`src/hw/rtl/efc_pkg.sv`:
```
`timescale 1ns / 1ps

package efc_pkg;

    localparam int NumFloors = 4;

    // ascii '0' and the last floor digit
    localparam logic [7:0] CharFloor0 = 8'h30;
    localparam logic [1:0] TopFloor   = 2'd3;

    localparam logic [15:0] DoorWaitReset   = 16'd200;
    localparam logic [15:0] ReversalReset   = 16'd50;
    localparam logic [9:0]  TelemetryReset  = 10'd30;
    localparam logic [9:0]  TopPositionReset = 10'd180;

    // configuration register indexes
    typedef enum logic [1:0] {
        CFG_DOOR_WAIT = 2'd0,
        CFG_REVERSAL  = 2'd1,
        CFG_TELEMETRY = 2'd2,
        CFG_TOP_POS   = 2'd3
    } cfg_index_t;

    // control state machine, one-hot
    typedef enum logic [4:0] {
        MODE_IDLE = 5'b00001,
        MODE_UP   = 5'b00010,
        MODE_DOWN = 5'b00100,
        MODE_DOOR = 5'b01000,
        MODE_REV  = 5'b10000
    } mode_t;

    // reported control state codes
    localparam logic [2:0] CtrlIdle = 3'd0;
    localparam logic [2:0] CtrlUp   = 3'd1;
    localparam logic [2:0] CtrlDown = 3'd2;
    localparam logic [2:0] CtrlDoor = 3'd3;
    localparam logic [2:0] CtrlRev  = 3'd4;

    typedef enum logic [1:0] {
        MOT_STOP = 2'd0,
        MOT_ASC  = 2'd1,
        MOT_DESC = 2'd2
    } motion_t;

    typedef struct packed {
        logic [15:0] door_wait_ticks;
        logic [15:0] reversal_ticks;
        logic [9:0]  telemetry_ticks;
        logic [9:0]  top_position_mm;
    } efc_cfg_t;

    typedef struct packed {
        logic       req_valid;
        logic [7:0] origin_char;
        logic [7:0] dest_char;
        logic       sensor_floor0_n;
        logic       sensor_floor1_n;
        logic       sensor_floor2;
        logic       sensor_floor3;
    } efc_in_t;

    typedef struct packed {
        logic       motor_run;
        logic       motor_dir;
        logic [2:0] ctrl_state;
        logic [1:0] motion_state;
        logic [1:0] floor_now;
        logic [1:0] floor_goal;
        logic [3:0] pending_mask;
        logic       position_load;
        logic [9:0] position_value;
        logic       telemetry_due;
    } efc_out_t;

    typedef struct packed {
        logic       found;
        logic [1:0] floor;
    } efc_stop_t;

    function automatic logic [2:0] mode_code(input mode_t mode);
        logic [2:0] code;
        code = CtrlIdle;
        unique case (mode)
            MODE_IDLE: code = CtrlIdle;
            MODE_UP:   code = CtrlUp;
            MODE_DOWN: code = CtrlDown;
            MODE_DOOR: code = CtrlDoor;
            MODE_REV:  code = CtrlRev;
            default:   code = CtrlIdle;
        endcase
        return code;
    endfunction

    // directional pick, falls back to lowest pending floor
    function automatic efc_stop_t next_stop(input mode_t mode, input logic [1:0] floor,
                                            input logic [3:0] reqs);
        efc_stop_t dir_pick;
        efc_stop_t low_pick;
        dir_pick = '0;
        low_pick = '0;
        for (int i = NumFloors - 1; i >= 0; i--) begin
            if (reqs[i]) begin
                low_pick.found = 1'b1;
                low_pick.floor = 2'(i);
                if (mode == MODE_UP && 2'(i) > floor) begin
                    dir_pick.found = 1'b1;
                    dir_pick.floor = 2'(i);
                end
            end
        end
        if (mode == MODE_DOWN) begin
            for (int i = 0; i < NumFloors; i++) begin
                if (reqs[i] && 2'(i) < floor) begin
                    dir_pick.found = 1'b1;
                    dir_pick.floor = 2'(i);
                end
            end
        end
        return dir_pick.found ? dir_pick : low_pick;
    endfunction

endpackage

```
`src/hw/rtl/elevator_floor_controller_top.sv`:
```
// a held input word steps the core and its result word is registered for m_valid
// throughput: one word per cycle; s_ready drops only while a result word is stalled
// at m_ready low with another word already held in the input register
// reset: aresetn synchronous active low; clears both stage valids, the control state,
// counters and pending calls, and loads the configuration registers with their defaults
`timescale 1ns / 1ps

module elevator_floor_controller_top
    import efc_pkg::*;
(
    input  logic        aclk,
    input  logic        aresetn,

    // tick words in
    input  logic        s_valid,
    output logic        s_ready,
    input  efc_in_t     s_data,

    // result words out
    output logic        m_valid,
    input  logic        m_ready,
    output efc_out_t    m_data,

    // configuration writes
    input  logic        cfg_we,
    input  logic [1:0]  cfg_index,
    input  logic [15:0] cfg_data
);

    efc_cfg_t cfg;

    // input register
    logic     in_valid_reg;
    efc_in_t  in_data_reg;

    // result register
    logic     out_valid_reg;
    efc_out_t out_data_reg;

    efc_out_t step_result;
    logic     advance;

    // the held word steps the controller when the result register can take it
    assign advance = in_valid_reg && (!out_valid_reg || m_ready);
    assign s_ready = !in_valid_reg || advance;

    efc_cfg u_cfg (
        .aclk      (aclk),
        .aresetn   (aresetn),
        .cfg_we    (cfg_we),
        .cfg_index (cfg_index),
        .cfg_data  (cfg_data),
        .cfg       (cfg)
    );

    // control state machine, counters and target pick, one tick per advance
    efc_core u_core (
        .aclk    (aclk),
        .aresetn (aresetn),
        .cfg     (cfg),
        .item    (in_data_reg),
        .advance (advance),
        .result  (step_result)
    );

    // input register: loads whenever the slot is free or being emptied
    always_ff @(posedge aclk) begin
        if (!aresetn) begin
            in_valid_reg <= 1'b0;
        end else if (s_ready) begin
            in_valid_reg <= s_valid;
        end
    end

    always_ff @(posedge aclk) begin
        if (s_valid && s_ready) begin
            in_data_reg <= s_data;
        end
    end

    // result register: holds the word until the consumer takes it
    always_ff @(posedge aclk) begin
        if (!aresetn) begin
            out_valid_reg <= 1'b0;
        end else if (advance) begin
            out_valid_reg <= 1'b1;
        end else if (m_ready) begin
            out_valid_reg <= 1'b0;
        end
    end

    always_ff @(posedge aclk) begin
        if (advance) begin
            out_data_reg <= step_result;
        end
    end

    assign m_valid = out_valid_reg;
    assign m_data  = out_data_reg;

endmodule

```
`src/hw/rtl/efc_cfg.sv`:
```
`timescale 1ns / 1ps

module efc_cfg
    import efc_pkg::*;
(
    input  logic        aclk,
    input  logic        aresetn,
    input  logic        cfg_we,
    input  logic [1:0]  cfg_index,
    input  logic [15:0] cfg_data,
    output efc_cfg_t    cfg
);

    efc_cfg_t cfg_reg;

    always_ff @(posedge aclk) begin
        if (!aresetn) begin
            cfg_reg.door_wait_ticks <= DoorWaitReset;
            cfg_reg.reversal_ticks  <= ReversalReset;
            cfg_reg.telemetry_ticks <= TelemetryReset;
            cfg_reg.top_position_mm <= TopPositionReset;
        end else if (cfg_we) begin
            unique case (cfg_index_t'(cfg_index))
                CFG_DOOR_WAIT: cfg_reg.door_wait_ticks <= cfg_data;
                CFG_REVERSAL:  cfg_reg.reversal_ticks  <= cfg_data;
                CFG_TELEMETRY: cfg_reg.telemetry_ticks <= cfg_data[9:0];
                CFG_TOP_POS:   cfg_reg.top_position_mm <= cfg_data[9:0];
                default: ;
            endcase
        end
    end

    assign cfg = cfg_reg;

endmodule

```
`src/hw/rtl/efc_core.sv`:
```
`timescale 1ns / 1ps

module efc_core
    import efc_pkg::*;
(
    input  logic     aclk,
    input  logic     aresetn,
    input  efc_cfg_t cfg,
    input  efc_in_t  item,
    input  logic     advance,
    output efc_out_t result
);

    mode_t       mode_reg,  mode_next;
    motion_t     motion_reg, motion_next;
    logic        dir_reg,   dir_next;
    logic [1:0]  floor_reg, floor_next;
    logic [1:0]  goal_reg,  goal_next;
    logic [3:0]  req_reg,   req_next;
    logic [15:0] wait_reg,  wait_next;
    logic [9:0]  tele_reg,  tele_next;

    logic        pos_load;
    logic [9:0]  pos_val;
    logic        tele_due;
    efc_stop_t   stop;
    logic [15:0] wait_inc;
    logic [9:0]  tele_inc;

    always_comb begin
        req_next    = req_reg;
        floor_next  = floor_reg;
        motion_next = motion_reg;
        mode_next   = mode_reg;
        dir_next    = dir_reg;
        goal_next   = goal_reg;
        wait_next   = wait_reg;
        pos_load    = 1'b0;
        pos_val     = '0;
        stop        = '0;
        wait_inc    = wait_reg + 16'd1;

        // call digits outside '0'..'3' are dropped
        if (item.req_valid) begin
            if (item.origin_char[7:2] == CharFloor0[7:2]) begin
                req_next[item.origin_char[1:0]] = 1'b1;
            end
            if (item.dest_char[7:2] == CharFloor0[7:2]) begin
                req_next[item.dest_char[1:0]] = 1'b1;
            end
        end

        if (!item.sensor_floor0_n) floor_next = 2'd0;
        if (!item.sensor_floor1_n) floor_next = 2'd1;
        if (item.sensor_floor2)    floor_next = 2'd2;
        if (item.sensor_floor3)    floor_next = TopFloor;

        // limit switches
        if (!item.sensor_floor0_n && motion_next == MOT_DESC) begin
            motion_next = MOT_STOP;
            mode_next   = MODE_IDLE;
            pos_load    = 1'b1;
        end
        if (item.sensor_floor3 && motion_next == MOT_ASC) begin
            motion_next = MOT_STOP;
            mode_next   = MODE_IDLE;
            pos_load    = 1'b1;
            pos_val     = cfg.top_position_mm;
        end

        stop = next_stop(mode_next, floor_next, req_next);

        unique case (mode_next)
            MODE_IDLE: begin
                if (stop.found) begin
                    goal_next = stop.floor;
                    if (stop.floor > floor_next) begin
                        dir_next    = 1'b1;
                        motion_next = MOT_ASC;
                        mode_next   = MODE_UP;
                    end else if (stop.floor < floor_next) begin
                        dir_next    = 1'b0;
                        motion_next = MOT_DESC;
                        mode_next   = MODE_DOWN;
                    end else begin
                        motion_next           = MOT_STOP;
                        req_next[floor_next]  = 1'b0;
                        mode_next             = MODE_DOOR;
                        wait_next             = '0;
                    end
                end else if (floor_next != 2'd0) begin
                    req_next[0] = 1'b1;
                end
            end
            MODE_UP, MODE_DOWN: begin
                if (stop.found) begin
                    goal_next = stop.floor;
                end
                if (floor_next == goal_next) begin
                    motion_next          = MOT_STOP;
                    req_next[floor_next] = 1'b0;
                    mode_next            = MODE_DOOR;
                    wait_next            = '0;
                end
            end
            MODE_DOOR: begin
                wait_next = wait_inc;
                if (wait_inc >= cfg.door_wait_ticks) begin
                    if (stop.found) begin
                        mode_next = MODE_REV;
                        wait_next = '0;
                    end else begin
                        mode_next = MODE_IDLE;
                    end
                end
            end
            MODE_REV: begin
                wait_next = wait_inc;
                if (wait_inc >= cfg.reversal_ticks) begin
                    mode_next = MODE_IDLE;
                end
            end
            default: mode_next = MODE_IDLE;
        endcase
    end

    always_comb begin
        tele_inc  = tele_reg + 10'd1;
        tele_due  = (tele_inc >= cfg.telemetry_ticks);
        tele_next = tele_due ? '0 : tele_inc;
    end

    always_ff @(posedge aclk) begin
        if (!aresetn) begin
            mode_reg   <= MODE_IDLE;
            motion_reg <= MOT_STOP;
            dir_reg    <= 1'b0;
            floor_reg  <= '0;
            goal_reg   <= '0;
            req_reg    <= '0;
            wait_reg   <= '0;
            tele_reg   <= '0;
        end else if (advance) begin
            mode_reg   <= mode_next;
            motion_reg <= motion_next;
            dir_reg    <= dir_next;
            floor_reg  <= floor_next;
            goal_reg   <= goal_next;
            req_reg    <= req_next;
            wait_reg   <= wait_next;
            tele_reg   <= tele_next;
        end
    end

    always_comb begin
        result.motor_run      = (motion_next != MOT_STOP);
        result.motor_dir      = dir_next;
        result.ctrl_state     = mode_code(mode_next);
        result.motion_state   = motion_next;
        result.floor_now      = floor_next;
        result.floor_goal     = goal_next;
        result.pending_mask   = req_next;
        result.position_load  = pos_load;
        result.position_value = pos_val;
        result.telemetry_due  = tele_due;
    end

endmodule

```
`config.mk`:
```
export PLATFORM = sky130hd
export DESIGN_NAME = elevator_floor_controller_top
export DESIGN_NICKNAME = d
export VERILOG_FILES = /design/src/hw/rtl/efc_pkg.sv /design/src/hw/rtl/elevator_floor_controller_top.sv /design/src/hw/rtl/efc_cfg.sv /design/src/hw/rtl/efc_core.sv
export SDC_FILE = /design/constraint.sdc
export NUM_CORES = 1
export LEC_CHECK = 0
export BUFFER_PORTS_ARGS = -buffer_cell sky130_fd_sc_hd__buf_2
export CORE_UTILIZATION = 41
export DETAILED_ROUTE_END_ITERATION = 10
export GPL_TIMING_DRIVEN = 0
export SKIP_LAST_GASP = 1
export SLEW_MARGIN = 20
export SYNTH_ARGS = -nofsm -noshare
export SYNTH_HDL_FRONTEND = slang
export SYNTH_SLANG_ARGS = --single-unit
```
`constraint.sdc`:
```
create_clock -name aclk -period 7.9 [get_ports aclk]
set_input_delay 0 -clock aclk [delete_from_list [all_inputs] [get_ports aclk]]
set_output_delay 0 -clock aclk [all_outputs]
set_load 0.05 [all_outputs]
```
### Yosys cells after proc, flatten, opt, wreduce, memory -nomap -nowiden

Index checks and enable logic that the tools add are counted.
W data, S select, Z words.

* register bits: 144
* output and inout port bits: 29
* bits of input ports: 44
* word-level logic and storage cells: 183

* reductions and logical operators: 31
* mux-type cells: 75
* bitwise operators: 4
* magnitude comparators: 19
* $add $sub $neg: 2
* equal/unequal tests: 21

Operators by type and width (count)
* $mux W16: 6
* $pmux W16 S4: 1
* $mux W3: 19
* $mux W5: 8
* $ge A16 B16 Y1: 2
* $mux W4: 8
* $mux W2: 12
* $pmux W5 S4: 1
* $add A16 B1 Y16 const B: 1
* $logic_and A1 B1 Y1: 15
* $eq A6 B4 Y1 const B: 2
* $mux W1: 12
* $pmux W3 S4: 1
* $add A10 B1 Y10 const B: 1
* $eq A5 B2 Y1 const B: 2
* $eq A5 B3 Y1 const B: 2
* $eq A5 B4 Y1 const B: 2
* $eq A5 B5 Y1 const B: 2
* $ge A10 B10 Y1: 1
* $mux W10: 1
* $lt A2 B3 Y1 const B: 3
* $or A4 B4 Y4: 2
* $pmux W2 S2: 2
* $pmux W4 S2: 1
* other kinds (24): 45

### Depth between registers and ports, before layout

Gate-level depths: netlist of the first run.

* depth after elaboration: 30
* gate-level depth with buffers: 19
* depth with buffers taken out: 17

### Cells and area by module

Synthesis of the first run repeated with hierarchy kept, for this count alone.

* cell total of the unflattened synthesis: 839
* area total of the unflattened synthesis: 7950.1 um2

By module, submodules not included
* efc_core: cells an instance 585, seq. area each 840.8 um2, times used 1, area an instance 4384.2 um2
* efc_cfg: cells an instance 197, seq. area each 1041.0 um2, times used 1, area an instance 2020.7 um2
* elevator_floor_controller_top: cells an instance 57, seq. area each 1481.4 um2, times used 1, area an instance 1545.2 um2

### Least setup slack after synthesis of the first run

Ideal clock, no wire load.

* path type: register -> register
* start: register u_core.wait_reg[0]
* end: register u_core.wait_reg[11]
* path slack: 4.169 ns
* setup time: 0.069 ns
* buffers on the path: 3
* clock period less this slack: 3.731 ns
* cell stages (with the launch flop): 20
* data required time: 7.831 ns
* data arrival time: 3.662 ns
* path through: dfxtp_1 nand3_1 nor2_1 and3_1 clkbuf_1 and3_1 clkbuf_1 nand3_1 xnor2_1 ha_1 a21o_1 a21o_1 a21oi_1 o21ai_0 a21oi_1 o21bai_1 a21oi_1 buf_2 a211oi_1 o21ai_1

* word-level cells in the longest chain between the ends: 4
* elaborated cells between the ends (all ways): 5
* those cells by class: add/sub (1); order compare (1); mux (3)

Ends and longest elaborated chain
* start, declared: line efc_core.sv:20 `logic [15:0] wait_reg, wait_next;`
* start signal, assigned: line efc_core.sv:150 `wait_reg <= wait_next;`
* $add A16 B1 Y16 (*): line efc_core.sv:41 `wait_inc = wait_reg + 16'd1;`
* $ge A16 B16 Y1 / $mux W16 (equally long branches): line efc_core.sv:108, efc_core.sv:109
* $mux W16: line efc_core.sv:108 `if (wait_inc >= cfg.door_wait_ticks) begin`
* $pmux W16 S4 (*): line efc_core.sv:73 `unique case (mode_next)`

Mark *: on every way between the ends. The rest lies on a longest branch, timed or not.
A chain may end at the register's enable or synchronous reset.

### Worst setup path after layout of the first run

* start: register u_core.wait_reg[0]
* end: register u_core.wait_reg[4]

The elaborated chain is that of the path after synthesis.

==> results of run 1 <==
==> through the flow <==
stage	hold WS (ps)	power, uW	instances	area (sq um)
2_1_floorplan	98.9	946	827	7540
4_1_cts	9.11	1780	1200	9170
3_5_place_dp	178	1000	1127	8200
6_report	25.7	1760	1200	9170
3_3_place_gp	177	1000	1126	8180
5_1_grt	58.9	1830	1200	9170
==> logic make-up after synthesis <==
kind of cell / after synthesis / share of synthesized area (%)
and+or+nand+nor: 311 / 20.7
AOI/OAI and AO/OA: 192 / 17.6
DFF: 144 / 44.6
buffers and inverters: 99 / 5.06
adders and majority gates: 46 / 7.63
xor gates and xnor gates: 24 / 2.89
muxes: 11 / 1.48
==> what timing repair did <==
| action | CTS | global route |
|---|---|---|
| hold buffers | 41 | 0 |
| endpoints found under the hold margin | 76 | 0 |
| endpoints found under the setup margin | 0 | 0 |
==> final timing paths <==
path                                        start                               to  slack (ps)
setup / recovery  u_core.wait_reg[0]$_SDFFE_PN0P_  u_core.wait_reg[4]$_SDFFE_PN0P_        3130
hold / removal                       cfg_index[1]       u_cfg.cfg[47]$_SDFFE_PN0P_          30
setup reg to reg  u_core.wait_reg[0]$_SDFFE_PN0P_  u_core.wait_reg[4]$_SDFFE_PN0P_        3130
hold reg to reg        u_cfg.cfg[15]$_SDFFE_PN0P_       u_cfg.cfg[15]$_SDFFE_PN0P_         450
==> cells in the mapped netlist, drive strengths merged, types with 2 or more instances <==
master | count | area share [%]
nand2 | 161 | 8.0
dfxtp | 96 | 25
inv | 68 | 3.4
a21oi | 62 | 4.1
edfxtp | 48 | 19
ha | 46 | 7.6
o21ai | 36 | 2.4
nand3 | 35 | 2.3
nor2 | 33 | 1.9
clkbuf | 27 | 1.3
a211oi | 19 | 2.4
a21o | 19 | 1.9
o211ai | 18 | 1.8
xnor2 | 15 | 1.8
and3 | 14 | 1.3
and2 | 12 | 1.0
a31oi | 11 | 1.4
mux2i | 10 | 1.3
nand4 | 10 | 1.0
nand2b | 9 | 0.75
xor2 | 9 | 1.0
nand4b | 6 | 0.70
o21a | 5 | 0.50
nor2b | 4 | 0.33
nor3 | 4 | 0.27
nor3b | 4 | 0.61
a211o | 3 | 0.35
and4bb | 3 | 0.60
buf | 3 | 0.28
nor4b | 3 | 0.60
or2 | 3 | 0.25
or3b | 3 | 0.41
a2bb2oi | 2 | 0.32
a41o | 2 | 0.27
and3b | 2 | 0.23
nand3b | 2 | 0.20
or3 | 2 | 0.17
==> report_power, final <==
| group | total (uW) | switching, uW | internal, uW |
|---|---|---|---|
| logic | 194 | 122 | 71.3 |
| clock network | 756 | 345 | 411 |
| registers | 810 | 15.7 | 794 |
| total | 1760 | 483 | 1280 |
==> metal layers <==
| layer | part of all wire (%) | up-vias |
|---|---|---|
| met5 | 0 | - |
| met4 | 1.3 | 0 |
| met3 | 3.7 | 26 |
| met2 | 47 | 130 |
| met1 | 48 | 2878 |
| li1 | - | 3185 |
==> area by class of cell <==
cell class	instances	area, sq um
Tap cell	229	287
Timing Repair Buffer	112	781
Sequential cell	144	3360
Clock buffer	17	425
Buffer	30	124
Fill cell	1757	8860
Clock inverter	15	126
Inverter	69	259
Multi-Input combinational cell	584	3800
==> worst max-delay path, stage by stage (launching register included) <==
cell,delay (ps)
dfxtp_1,470
nand3_1,100
nor2_1,230
and3_1,200
clkbuf_1,200
and3_1,180
clkbuf_1,210
nand3_1,120
xnor2_1,330
ha_1,320
a21o_1,180
a21o_1,170
a21oi_1,150
o21ai_0,130
a21oi_1,410
o21bai_1,170
a21oi_1,500
buf_2,320
nand3_1,100
mux2i_1,180
==> metrics.md, run 1 <==
| Metric | Value |
|---|---|
| Status | completed |
| DIE WIDTH | about 140 microns |
| Leakage | roughly 0.0038 uW |
| Gr busiest metal | met2 |
| Vias in the first global route | 5804 |
| Post-synth EDFFs | 48 |
| Max-slew headroom | between 30% and 40% |
| Ys Warns | 0 |
| Crit-path max FO | 10 |
| Max cap viols | 0 |
| Area growth syn-to-layout | 21.6% |
| CP Data Arrival Time | 5120 ps |
| Pre-CTS setup slack | ~3200 ps |
| Startpoint Class | flip-flop |
| Root Driver | clkbuf_16 |
| Post-route setup TNS | 0 ps |
| Via count | 6219 |
| Asr flop ratio synth | 0% |
| IO buf count | 70 |
| Hold Fails Final Rpt | 0 |
| Crit Path Class | flip-flop to flip-flop |
| Clk slew on worst S/H paths | 70 ps |
| # H-tree levels | 4 |
| Slew Viols, Final | 0 |
| Drt initial violations | roughly 330 |
| Initial DRT Pass Iterations | 6 |
| PostCTS Resize Cnt | 0 |
| RSZ-0062 raised after global routing | false |
| Clock sinks | about 140 |
| Largest net degree at the start of global routing | 32 |
| Met2 GRT Util | 33.2% |
| Cell count after synthesis | just over 800 |
| Post-synthesis sequential area ratio | 44.6% |
| Antenna fix cells | 0 |
| Top Ports | between 70 and 80 |
| WHS Path Cells | 4 |
| Rows | 49 |
| Initial core utilization | a little over two fifths |
| Most common cell after layout, fill and taps aside | nand2_1 |
| CTS tree | built |
| Max FFs per register | 52 |
| Syn avg cell area | 9.12 sq um |
| Die span in y | around 140 microns |
| # setup viols final | 0 |
| Cell variety after synth | 72 |
| Min-Delay Path Class | input port to flip-flop |
| Yosys reg bits | about 140 |
| Layout cell share with drive strength beyond 1 | 14.7% |
| Dpl hpwl | between 10000 and 15000 microns |
| Post-CTS Setup Inserts | 0 |
| Core ar. | 18000 sq um |
| Global Route met1 Usage | 27.8% |
| ANT nets after route | 0 |
| Full die area | ~19000 sq um |
| Worst Setup Slack, final | between 3000 and 4000 ps |
| Placer Congestion | about 0.87 |
| Initial antenna violation count | 0 |
| Vias per inst | between 5 and 6 |
| Final #Nets | 1048 |
| Mapped cell area | ~7500 sq um |
| Final Util | 50.9% |
| Top FF cell, synth | dfxtp_1 |
| Power per cell area | about 190 nW/um^2 |
| Worst-skew pair later-pin latency | between 400 and 500 ps |
| Fmax achieved | around 210 MHz |
| WL/cell | between 15 and 20 microns |
| Post-Syn Nets | 917 |
| Clock skew | 11.7 ps |
| R2R cell count | 19 |
| CP required | just over 8000 ps |
| Clock buffer depth | 2 |
| Total GRT Usage | 20.7% |
| Worst slew pin tran | 925 ps |
| WL final | 18300 microns |
| Clock buffers created by TritonCTS | 17 |
| GRT overflow | 0 |
| Post-route DRC | 0 |
| First-pass GRT wire length | 29800 microns |
| Fin crit period | roughly 4800 ps |
| Fin crit share | between 60% and 70% |
| Commonest non-fill, non-tap cells in the layout | 160 x nand2_1, 96 x dfxtp_1, 72 x buf_2, 68 x inv_1, 62 x a21oi_1 |
| VDD IR max | between 0.1 and 0.15 mV |
| M3 GR Usage | 4.42% |
| Critical Path Sink Type | flip-flop |
Power figures use the tool's default switching activity.
==> run 2, diff against run 1 <==
==> constraint.sdc (replaced) <==
create_clock -name aclk -period 3.9 [get_ports aclk]
set_input_delay 0 -clock aclk [delete_from_list [all_inputs] [get_ports aclk]]
set_output_delay 0 -clock aclk [all_outputs]
set_load 0.05 [all_outputs]
==> run 2 against run 1 <==
Clock power increased by 100%. Sequential power is 100% higher. Routed wire length up 0.61%. Combinational power is 110% higher. Critical path type unchanged. Largest power group unchanged.
==> metrics.md, run 2 (synthesized netlist as in run 1, its figures left out) <==
| Metric | Value |
|---|---|
| ANT nets after route | 0 |
| Pre-CTS setup slack | -805 ps |
| Slew Viols, Final | 0 |
| Worst-skew pair later-pin latency | between 400 and 500 ps |
| Power per cell area | 384 nW/um^2 |
| Slowest cell on crit path | dfxtp_2 |
| Critical Path Sink Type | flip-flop |
| Top Ports | between 70 and 80 |
| GRT overflow | 0 |
| Clk slew on worst S/H paths | roughly 70 ps |
| Initial DRT Pass Iterations | 5 |
| Initial antenna violation count | 0 |
| First-pass GRT wire length | between 30000 and 40000 microns |
| Clock sinks | 144 |
| Area growth syn-to-layout | 23.3% |
| Fillers | 1745 |
| Drt initial violations | roughly 380 |
| Clock buffers created by TritonCTS | 17 |
| Min-Delay Path Class | input port to flip-flop |
| Initial core utilization | 41.8% |
| Clock buffer depth | 2 |
| Dpl hpwl | 13400 microns |
| Full die area | about 19000 sq um |
| Fin crit share | between 90% and 100% |
| # H-tree levels | 4 |
| Crit Path Class | flip-flop to flip-flop |
| Max cap viols | 0 |
| Vias per inst | slightly above 5 |
| Worst slew pin tran | 922 ps |
| Leakage | 0.00384 uW |
| CP Data Arrival Time | between 4000 and 5000 ps |
| WL/cell | between 15 and 20 microns |
| Max-slew headroom | about two fifths |
| CP Cell Sequence | ha_2 > inv_1 > nor2_2 > and3_4 > and3_2 > nand3_1 > xnor2_2 > ha_1 > a21o_1 > a21o_1 > a21oi_1 > o21ai_0 > a21oi_2 > buf_4 > o21bai_2 > a211oi_4 > buf_4 > nand4b_1 > o21ai_1 |
| Fmax achieved | around 270 MHz |
| Post-route DRC | 0 |
| VDD IR max | between 0.2 and 0.3 mV |
| Final #Nets | between 1000 and 1500 |
| Hold_ws | between 20 and 30 ps |
| # setup viols final | 0 |
| Rows | slightly below 50 |
| R2R cell count | 19 |
| Vias in the first global route | roughly 6000 |
| WL final | around 18000 microns |
| Most common cell after layout, fill and taps aside | nand2_1 |
| Fin crit period | between 3000 and 4000 ps |
| RSZ-0062 raised after global routing | false |
| Layout cell share with drive strength beyond 1 | between 15 and 20% |
| Die span in y | about 140 microns |
| Total GRT Usage | 20.9% |
| Status | completed |
| CTS tree | built |
| Clock skew | between 10 and 15 ps |
| Root Driver | clkbuf_16 |
| Slowest cell delay on critical path | around 400 ps |
| Worst Setup Slack, final | 244 ps |
| Core ar. | about 18000 sq um |
| WHS Path Cells | 4 |
| Startpoint Class | flip-flop |
| Commonest non-fill, non-tap cells in the layout | 159 x nand2_1, 95 x dfxtp_1, 71 x buf_2, 68 x inv_1, 60 x a21oi_1 |
| CP required | around 4300 ps |
| Via count | 6253 |
| Crit-path max FO | 7 |
| Largest net degree at the start of global routing | 32 |
| Placer Congestion | 0.866 |
| DIE WIDTH | around 140 microns |
| IO buf count | 70 |
| Max FFs per register | 52 |
| Antenna fix cells | 0 |
| Hold Fails Final Rpt | 0 |
-- run 2: final cells by class --
type	instances	area, sq um	share of cell area, %
clock inverters	15	126	1.36
multi-input cells	584	3880	41.7
repair buffers	118	838	9.02
well taps	229	287	3.08
plain buffers	27	119	1.28
inverters	69	259	2.79
flip-flops and latches	144	3360	36.2
clock buffers	17	425	4.58
-- run 2: repair_timing --
action / in CTS / in global routing
pin swaps: 3 / 3
hold endpoints to repair: 76 / 0
hold buffers: 41 / 0
setup buffers: 4 / 2
setup endpoints to repair: 22 / 21
gates resized for setup: 10 / 12
-- run 2: power breakdown --
group	total (uW)	internal, uW	leakage [uW]	switching, uW
Sequential	1640	1610	0.00125	32.2
Combinational	400	149	0.00232	252
Clock	1530	833	0.000263	697
Total	3570	2590	0.00384	981
-- run 2: worst paths after layout --
check	startpoint	endpoint	slack [ps]
worst max-delay path	u_core.wait_reg[0]$_SDFFE_PN0P_	u_core.wait_reg[6]$_SDFFE_PN0P_	240
worst min-delay path	cfg_index[1]	u_cfg.cfg[47]$_SDFFE_PN0P_	30
worst max register to register	u_core.wait_reg[0]$_SDFFE_PN0P_	u_core.wait_reg[6]$_SDFFE_PN0P_	240
worst min register to register	u_cfg.cfg[15]$_SDFFE_PN0P_	u_cfg.cfg[15]$_SDFFE_PN0P_	450
-- run 2: worst max-delay path, delay by kind of cell, from the launching register on --
| kind | cells | cell delay [ps] |
|---|---|---|
| compound gates | 8 | 1260 |
| xor+xnor | 1 | 200 |
| fa+ha+maj | 2 | 420 |
| buf+inv | 3 | 410 |
| flops | 1 | 400 |
| simple gates | 5 | 860 |
-- run 2: per-stage QoR --
| step | util (%) | TNS, ps | instance area (sq um) | power (uW) | cells |
|---|---|---|---|---|---|
| floorplan | - | 0 | 7540 | 1920 | 827 |
| global placement | 45.4 | -11820 | 8180 | 2030 | 1126 |
| detailed placement | 45.5 | -11590 | 8200 | 2030 | 1127 |
| CTS | 51.3 | -6.27 | 9240 | 3600 | 1203 |
| global route | 51.6 | 0 | 9300 | 3720 | 1203 |
| finish | 51.6 | 0 | 9300 | 3570 | 1203 |
-- run 2: metal layers --
metal / GRT usage (%) / vias to the layer above / wire, microns
met5: 0 / - / 0
met4: 6.23 / 0 / 238
met3: 4.42 / 25 / 671
met2: 33.6 / 119 / 8610
met1: 28.1 / 2920 / 8890
li1: - / 3189 / -
